==> config.mk <==
export PLATFORM = sky130hd
export DESIGN_NAME = gsft_align
export DESIGN_NICKNAME = d
export VERILOG_FILES = /design/src/hdl/gsft_pkg.sv /design/src/hdl/gsft_align.sv
export SDC_FILE = /design/constraint.sdc
export NUM_CORES = 2
export LEC_CHECK = 0
export BUFFER_PORTS_ARGS = -buffer_cell sky130_fd_sc_hd__buf_2
export CORE_ASPECT_RATIO = 1.25
export CORE_MARGIN = 2
export CORE_UTILIZATION = 50
export CTS_CLUSTER_SIZE = 8
export DETAILED_ROUTE_END_ITERATION = 10
export MAX_ROUTING_LAYER = met4
export PLACE_DENSITY = 0.7
export SLEW_MARGIN = 20
export SYNTH_ARGS = -nofsm -noshare
export SYNTH_HDL_FRONTEND = slang
export SYNTH_SLANG_ARGS = --single-unit
==> constraint.sdc <==
create_clock -name clk_i -period 6.49 [get_ports clk_i]
set_input_delay 1.298 -clock clk_i [delete_from_list [all_inputs] [get_ports clk_i]]
set_output_delay 1.298 -clock clk_i [all_outputs]
set_load 0.02 [all_outputs]
==> src/hdl/gsft_pkg.sv <==
// ----------------------------------------------------------------------------
// gsft_pkg
// Shared types, register indexes and saturation helpers for the splat frame
// transform.
// ----------------------------------------------------------------------------
`default_nettype none

package gsft_pkg;

  localparam int unsigned RowW    = 48;
  localparam int unsigned CfgIdxW = 2;

  localparam logic [RowW-1:0] RowTopRst = 48'h0000_4000_0000;
  localparam logic [RowW-1:0] RowMidRst = 48'h0000_0000_4000;
  localparam logic [RowW-1:0] RowLowRst = 48'h0000_0000_4000;

  typedef enum logic [CfgIdxW-1:0] {
    RegRowTop = 2'd0,
    RegRowMid = 2'd1,
    RegRowLow = 2'd2
  } cfg_reg_e;

  typedef struct packed {
    logic signed [31:0] pos_x;
    logic signed [31:0] pos_y;
    logic signed [31:0] pos_z;
    logic signed [15:0] rot_x;
    logic signed [15:0] rot_y;
    logic signed [15:0] rot_z;
    logic signed [15:0] rot_w;
    logic signed [31:0] scale_x;
    logic signed [31:0] scale_y;
    logic signed [31:0] scale_z;
  } in_word_t;

  typedef struct packed {
    logic signed [31:0] new_pos_x;
    logic signed [31:0] new_pos_y;
    logic signed [31:0] new_pos_z;
    logic signed [15:0] new_rot_x;
    logic signed [15:0] new_rot_y;
    logic signed [15:0] new_rot_z;
    logic signed [15:0] new_rot_w;
    logic signed [31:0] new_scale_x;
    logic signed [31:0] new_scale_y;
    logic signed [31:0] new_scale_z;
    logic               bad_matrix;
  } out_word_t;

  // alignment quaternion handed from the sequencer to the datapath
  typedef struct packed {
    logic               done;
    logic               bad;
    logic signed [15:0] ax;
    logic signed [15:0] ay;
    logic signed [15:0] az;
    logic signed [15:0] aw;
  } align_t;

  // signed q2.14 entry of a row, column 0 in the high bits
  function automatic logic signed [15:0] mat_entry(input logic [RowW-1:0] row,
                                                    input logic [1:0] col);
    logic signed [15:0] e;
    case (col)
      2'd0:    e = row[47:32];
      2'd1:    e = row[31:16];
      default: e = row[15:0];
    endcase
    return e;
  endfunction

  function automatic logic signed [31:0] sat32(input logic signed [51:0] v);
    logic signed [31:0] r;
    if (v > 52'sh0_0000_7FFF_FFFF) begin
      r = 32'sh7FFF_FFFF;
    end else if (v < -52'sh0_0000_8000_0000) begin
      r = 32'sh8000_0000;
    end else begin
      r = v[31:0];
    end
    return r;
  endfunction

  function automatic logic signed [15:0] sat16(input logic signed [37:0] v);
    logic signed [15:0] r;
    if (v > 38'sd32767) begin
      r = 16'sh7FFF;
    end else if (v < -38'sd32768) begin
      r = 16'sh8000;
    end else begin
      r = v[15:0];
    end
    return r;
  endfunction

endpackage

`default_nettype wire

==> src/hdl/gsft_align.sv <==
// ----------------------------------------------------------------------------
// gsft_align
// Turns the configured matrix into the alignment quaternion: trace branch,
// bit-serial square root, then four restoring dividers in lockstep.
// ----------------------------------------------------------------------------
`default_nettype none

module gsft_align (
  input  wire logic                     clk_i,
  input  wire logic                     rst_ni,
  input  wire logic                     restart_i,
  input  wire logic [gsft_pkg::RowW-1:0] row_top_i,
  input  wire logic [gsft_pkg::RowW-1:0] row_mid_i,
  input  wire logic [gsft_pkg::RowW-1:0] row_low_i,
  output gsft_pkg::align_t              align_o
);

  typedef enum logic [2:0] {
    StCalc, StSqrt, StFin, StDiv, StDone
  } state_e;

  typedef enum logic [1:0] {
    PartX = 2'd0, PartY = 2'd1, PartZ = 2'd2, PartW = 2'd3
  } part_e;

  localparam int unsigned NumW  = 29;
  localparam int unsigned DivSteps = NumW;

  state_e state_q, state_d;
  part_e  sel_q, sel_c;
  logic   bad_q, bad_d;
  logic [29:0] x_q, x_d, r_q, r_d, bit_q, bit_d;
  logic [15:0] big_q, big_d;
  logic [4:0]  cnt_q, cnt_d;
  logic [NumW-1:0] num_q [4];
  logic [NumW-1:0] num_d [4];
  logic [15:0] rem_q [4];
  logic [15:0] rem_d [4];
  logic        neg_q [4];
  logic        neg_d [4];

  logic signed [15:0] m [9];
  logic signed [17:0] tr;
  logic signed [19:0] g;
  logic signed [16:0] dv [4];
  logic [29:0] sum_c;
  logic [15:0] big_c;
  logic [16:0] rem_sh [4];
  logic [16:0] dabs [4];
  logic signed [15:0] part [4];

  always_comb begin
    for (int j = 0; j < 3; j++) begin
      m[j]     = gsft_pkg::mat_entry(row_top_i, 2'(j));
      m[3 + j] = gsft_pkg::mat_entry(row_mid_i, 2'(j));
      m[6 + j] = gsft_pkg::mat_entry(row_low_i, 2'(j));
    end
    tr = 18'(m[0]) + 18'(m[4]) + 18'(m[8]);
    for (int i = 0; i < 4; i++) dv[i] = '0;
    if (tr > 0) begin
      sel_c = PartW;
      g     = 20'sd16384 + 20'(tr);
      dv[0] = 17'(m[7]) - 17'(m[5]);
      dv[1] = 17'(m[2]) - 17'(m[6]);
      dv[2] = 17'(m[3]) - 17'(m[1]);
    end else if (m[0] > m[4] && m[0] > m[8]) begin
      sel_c = PartX;
      g     = 20'sd16384 + 20'(m[0]) - 20'(m[4]) - 20'(m[8]);
      dv[3] = 17'(m[7]) - 17'(m[5]);
      dv[1] = 17'(m[1]) + 17'(m[3]);
      dv[2] = 17'(m[2]) + 17'(m[6]);
    end else if (m[4] > m[8]) begin
      sel_c = PartY;
      g     = 20'sd16384 + 20'(m[4]) - 20'(m[0]) - 20'(m[8]);
      dv[3] = 17'(m[2]) - 17'(m[6]);
      dv[0] = 17'(m[1]) + 17'(m[3]);
      dv[2] = 17'(m[5]) + 17'(m[7]);
    end else begin
      sel_c = PartZ;
      g     = 20'sd16384 + 20'(m[8]) - 20'(m[0]) - 20'(m[4]);
      dv[3] = 17'(m[3]) - 17'(m[1]);
      dv[0] = 17'(m[2]) + 17'(m[6]);
      dv[1] = 17'(m[5]) + 17'(m[7]);
    end
  end

  assign sum_c = r_q + bit_q;
  // round the floor root up when the remainder exceeds it
  assign big_c = (x_q > r_q) ? 16'(r_q + 30'd1) : r_q[15:0];

  always_comb begin
    state_d = state_q;
    bad_d   = bad_q;
    x_d     = x_q;
    r_d     = r_q;
    bit_d   = bit_q;
    big_d   = big_q;
    cnt_d   = cnt_q;
    for (int i = 0; i < 4; i++) begin
      num_d[i]  = num_q[i];
      rem_d[i]  = rem_q[i];
      neg_d[i]  = neg_q[i];
      dabs[i]   = dv[i][16] ? 17'(-dv[i]) : 17'(dv[i]);
      rem_sh[i] = {rem_q[i], num_q[i][NumW-1]};
    end
    case (state_q)
      StCalc: begin
        bad_d = (g <= 0);
        x_d   = {g[17:0], 12'd0};
        r_d   = '0;
        bit_d = 30'd1 << 28;
        for (int i = 0; i < 4; i++) begin
          neg_d[i] = dv[i][16];
          num_d[i] = {dabs[i], 12'd0};
        end
        state_d = (g <= 0) ? StDone : StSqrt;
      end
      StSqrt: begin
        if (x_q >= sum_c) begin
          x_d = x_q - sum_c;
          r_d = (r_q >> 1) + bit_q;
        end else begin
          r_d = r_q >> 1;
        end
        bit_d = bit_q >> 2;
        if (bit_q == 30'd1) state_d = StFin;
      end
      StFin: begin
        big_d = big_c;
        cnt_d = '0;
        for (int i = 0; i < 4; i++) begin
          num_d[i] = num_q[i] + NumW'(big_c >> 1);
          rem_d[i] = '0;
        end
        state_d = StDiv;
      end
      StDiv: begin
        for (int i = 0; i < 4; i++) begin
          if (rem_sh[i] >= {1'b0, big_q}) begin
            rem_d[i] = 16'(rem_sh[i] - {1'b0, big_q});
            num_d[i] = {num_q[i][NumW-2:0], 1'b1};
          end else begin
            rem_d[i] = rem_sh[i][15:0];
            num_d[i] = {num_q[i][NumW-2:0], 1'b0};
          end
        end
        cnt_d = cnt_q + 5'd1;
        if (cnt_q == 5'(DivSteps - 1)) state_d = StDone;
      end
      StDone: ;
      default: state_d = StCalc;
    endcase
    if (restart_i) state_d = StCalc;
  end

  always_ff @(posedge clk_i or negedge rst_ni) begin
    if (!rst_ni) begin
      state_q <= StCalc;
      bad_q   <= 1'b0;
      cnt_q   <= '0;
    end else begin
      state_q <= state_d;
      bad_q   <= bad_d;
      cnt_q   <= cnt_d;
    end
  end

  always_ff @(posedge clk_i) begin
    if (state_q == StCalc) sel_q <= sel_c;
    x_q   <= x_d;
    r_q   <= r_d;
    bit_q <= bit_d;
    big_q <= big_d;
    for (int i = 0; i < 4; i++) begin
      num_q[i] <= num_d[i];
      rem_q[i] <= rem_d[i];
      neg_q[i] <= neg_d[i];
    end
  end

  always_comb begin
    for (int i = 0; i < 4; i++) begin
      if (sel_q == part_e'(i)) begin
        part[i] = big_q;
      end else if (!neg_q[i]) begin
        part[i] = (num_q[i] > NumW'(32767)) ? 16'sh7FFF : num_q[i][15:0];
      end else begin
        part[i] = (num_q[i] > NumW'(32768)) ? 16'sh8000 : 16'(~num_q[i][15:0] + 16'd1);
      end
    end
  end

  assign align_o.done = (state_q == StDone);
  assign align_o.bad  = bad_q;
  assign align_o.ax   = part[0];
  assign align_o.ay   = part[1];
  assign align_o.az   = part[2];
  assign align_o.aw   = part[3];

endmodule

`default_nettype wire

==> qor.tcl <==
set qor(result_of_the_run) {complete, but fails checks}
set qor(tightestPinTransition_ns) 1.27
set qor(nets_final) 6268
set qor(ys_async_sr_fraction) 0.0315
set qor(place.port_buffers) 212
set qor(cts_root_buf) {sky130_fd_sc_hd__clkbuf_16}
set qor(power_frac_comb) 0.674
set qor(hpwl_um) 105000
set qor(synth_common_cells) {sky130_fd_sc_hd__ha_1 (529), sky130_fd_sc_hd__nor2_1 (485), sky130_fd_sc_hd__a21oi_1 (413)}
set qor(cts_hold_repair.buffers) 0
set qor(wire_per_inst_um) 20.5
set qor(ctsHtreeMaxLevel) 2
set qor(worst_path_dominant_cell_family) {compound AO/OA/AOI/OAI gates}
set qor(cp-end-kind) {flop}
set qor(drtAntennaViolNets) 0
set qor(critPathBufInv) 3
set qor(synth_warnings) 0
set qor(critical_path_arrival_ns) 7.07
set qor(setup_violating_endpoint_count_in_the_final_report) 55
set qor(synth-edff-count) 277
set qor(io_pins) 213
set qor(flip_flop_and_latch_count_after_synthesis) 286
set qor(whs_path_depth) 2
set qor(grt_max_degree) 79
set qor(cts_tree) {built}
set qor(synth.net_count) 5814
set qor(sequentialPowerShare) 0.217
set qor(timing.final.max_slew_violations) 0
set qor(max_cap_violations) 0
set qor(synth.distinct_cells) 97
set qor(residual_overflow_from_global_routing) 0
set qor(power_mw) 18.5
set qor(min_period_over_period) 1.05
set qor(drtPass1Iterations) 7
set qor(grt_use_total) 0.318
set qor(detail_route.drc_violations) 0
set qor(drt_wl_total_um) 135000
set qor(later_pin_clock_latency_in_the_skew_report_ns) 0.56
set qor(drive_gt1_frac) 0.162
set qor(report.final.hold_viol_count) 0
set qor(period_minus_slack_ns) 6.80
set qor(violations) {negative setup slack}
set qor(switching_share) 0.488
set qor(internal-power_mw) 9.47
set qor(relSlewSlack) 0.148
set qor(via_per_inst) 6.08
set qor(final_critical_path_setup_slack_ns) -0.314
set qor(worst_clock_skew_ns) 0.0255
set qor(synth.most_common_cell) {sky130_fd_sc_hd__ha_1}
set qor(grt_pass1_vias) 37800
set qor(row_count) 117
set qor(fillers) 7344
set qor(die-area_um2) 84100
set qor(place.gp.congestion) 1.02
set qor(yosysTopAreaCell) {sky130_fd_sc_hd__edfxtp_1}
set qor(post-synth-top-area-fraction) 0.203
set qor(timing.hold.worst.start) {cnt_q[4]$_DFFE_PN0N_}
set qor(path_max_fanout) 6
set qor(vdd.ir_drop.worst_v) 0.000233
set qor(pwr_density_cell_nw_per_um2) 384
set qor(cp.required_ns) 6.75
set qor(setup_slack_after_placement_ns) -0.955
set qor(antenna_found_initial) 2
set qor(postSynthAreaPerCell_um2) 8.09
set qor(setup_repair_after_global_routing_missed_its_margin) {yes}
set qor(pwr-share-clk) 0.109
set qor(holdCritPathClass) {flop to flop}
set qor(post_synth_inst_count) 5055
set qor(worstSetupStartpointType) {input pin}
set qor(via_count) 40100
set qor(ys.flop_type) {sky130_fd_sc_hd__edfxtp_1}
set qor(timing.fmax_mhz) 147
set qor(r2r_start) {x_q[23]$_DFFE_PP_}
set qor(leakage_nw) 20.5
set qor(endpoint_worst_hold) {cnt_q[4]$_DFFE_PN0N_}
set qor(cp_common_cell) {sky130_fd_sc_hd__ha_4}
set qor(start_util) 0.503
set qor(worst_reg2reg_path_endpoint) {num_q[1][20]$_DFFE_PP_}
set qor(synth_area_leaders) {sky130_fd_sc_hd__edfxtp_1 (20%), sky130_fd_sc_hd__ha_1 (16%), sky130_fd_sc_hd__xnor2_1 (5.2%)}
set qor(slowest_delay_ns) 0.52
set qor(synth_area_um2) 40900
set qor(area_growth_syn_to_layout_pct) 17.9
set qor(setup.reg_to_reg.worst_slack_ns) 0.17
set qor(cts_buffers) 41
set qor(coreArea_um2) 81200
set qor(die_x_um) 260
set qor(clk_pin_slew_worst_paths_ns) 0.05
set qor(cts_num_sinks) 286
set qor(crit_type) {input pin to flop}
set qor(p_switching_mw) 9.03
set qor(fp.dieH_um) 324
set qor(grt_first_pass_wirelength_um) 208000
set qor(synth_sequential_area_ratio) 0.209
set qor(drtIter0Drc) 3709
set qor(cts-root-to-sink-buffers) 3
set qor(cp_slowest_cell) {sky130_fd_sc_hd__fa_1}
set qor(worst_r2r_path_depth) 29
[cell families (layout without fill, tap and decap cells)]
logic type	after synthesis	in the layout	share of synthesized area
XOR/XNOR	366	366	0.0784
adder cells (fa/ha/maj)	613	613	0.203
other	0	3	0
AND/OR/NAND/NOR	1622	1622	0.194
flip-flops	286	286	0.209
multiplexers	100	101	0.0252
AO/OA/AOI/OAI	1512	1512	0.238
buffers and inverters	556	1024	0.0528
[power groups by stage]
stage               clock (mW)  combinational (mW)  sequential [mW]
floorplan                    0                8.42             3.60
global placement             0                11.4             4.00
detailed placement           0                11.6             4.00
CTS                       2.06                12.0             3.97
global route              2.11                13.7             4.10
finish                    2.03                12.5             4.01
[how the worst max path moves through the flow]
stage / from / to / slack (ns) / depth (start not counted)
after floorplan: row_top_i[33] / num_q[0][24]$_DFFE_PP_ / -0.85 / 25
after global placement: row_top_i[33] / num_q[1][26]$_DFFE_PP_ / -0.83 / 26
after detailed placement: row_top_i[33] / num_q[1][26]$_DFFE_PP_ / -0.95 / 26
after CTS: row_top_i[33] / num_q[1][26]$_DFFE_PP_ / -0.30 / 26
after global routing: row_mid_i[17] / num_q[1][22]$_DFFE_PP_ / -0.49 / 26
final: row_mid_i[17] / num_q[1][22]$_DFFE_PP_ / -0.31 / 26
[repair_timing]
action,in CTS,in global routing
setup buffers,30,31
resized for setup,75,133
hold endpoints to repair,0,0
pin swaps,45,78
gates cloned,5,0
setup endpoints to repair,47,96
[cell type report]
cell class              instances  area [um^2]  share of cell area
well taps                    1071         1340              0.0278
clock buffers                  57         1120              0.0232
diodes                          3         7.51            0.000156
inverters                     344         1310              0.0272
clock inverters                 1         16.3            0.000337
repair buffers                622         4550              0.0943
multi-input cells            4214        31300               0.650
flip-flops and latches        286         8550               0.177
[layout by cell type (no fill, tap or decap), drive strengths merged, types with 19 or more instances in the layout]
cell,instances
a2111oi,22
a211oi,83
a21o,88
a21oi,413
a31oi,60
a32oi,19
and2,22
and3,50
buf,620
clkbuf,57
edfxtp,277
fa,83
ha,529
inv,342
mux2i,84
nand2,349
nand2b,80
nand3,107
nand4,60
nor2,487
nor2b,74
nor3,157
nor4,42
o211ai,42
o21a,45
o21ai,369
o21bai,54
o22ai,25
o31a,20
o31ai,38
or2,22
or3,88
xnor2,242
xor2,124
[per-layer routing]
layer / up-vias / track usage / wire length, um
li1: 19400 / - / -
met1: 19000 / 0.393 / 56400
met2: 1433 / 0.529 / 64200
met3: 337 / 0.0281 / 7920
met4: 0 / 0.143 / 6570
met5: - / - / 0
[stage by stage]
step	std cells	utilization	setup TNS (ns)	instance area, um^2	hold WS [ns]
2_1_floorplan	5055	-	-20.20	41200	0.494
3_3_place_gp	6475	0.560	-37.56	45500	0.522
3_5_place_dp	6475	0.560	-43.45	45500	0.534
4_1_cts	6568	0.583	-4.06	47400	0.548
5_1_grt	6597	0.593	-17.99	48200	0.591
6_report	6598	0.593	-7.29	48200	0.551
[registers in the layout (all words and copies together), names as in the netlist]
name     count
bit_q       15
num_q      116
x_q         30
bad_q        1
big_q       16
r_q         30
neg_q        4
state_q      3
sel_q        2
cnt_q        5
rem_q       64
[worst register-to-register path: cells and delay by family (launching register included)]
family	cells	cell delay [ns]
adder cells (fa/ha/maj)	3	0.98
multiplexers	1	0.13
flip-flops	1	0.41
buffers and inverters	3	0.59
AO/OA/AOI/OAI	17	3.41
AND/OR/NAND/NOR	5	0.52
(Power assumes the default switching activity.)
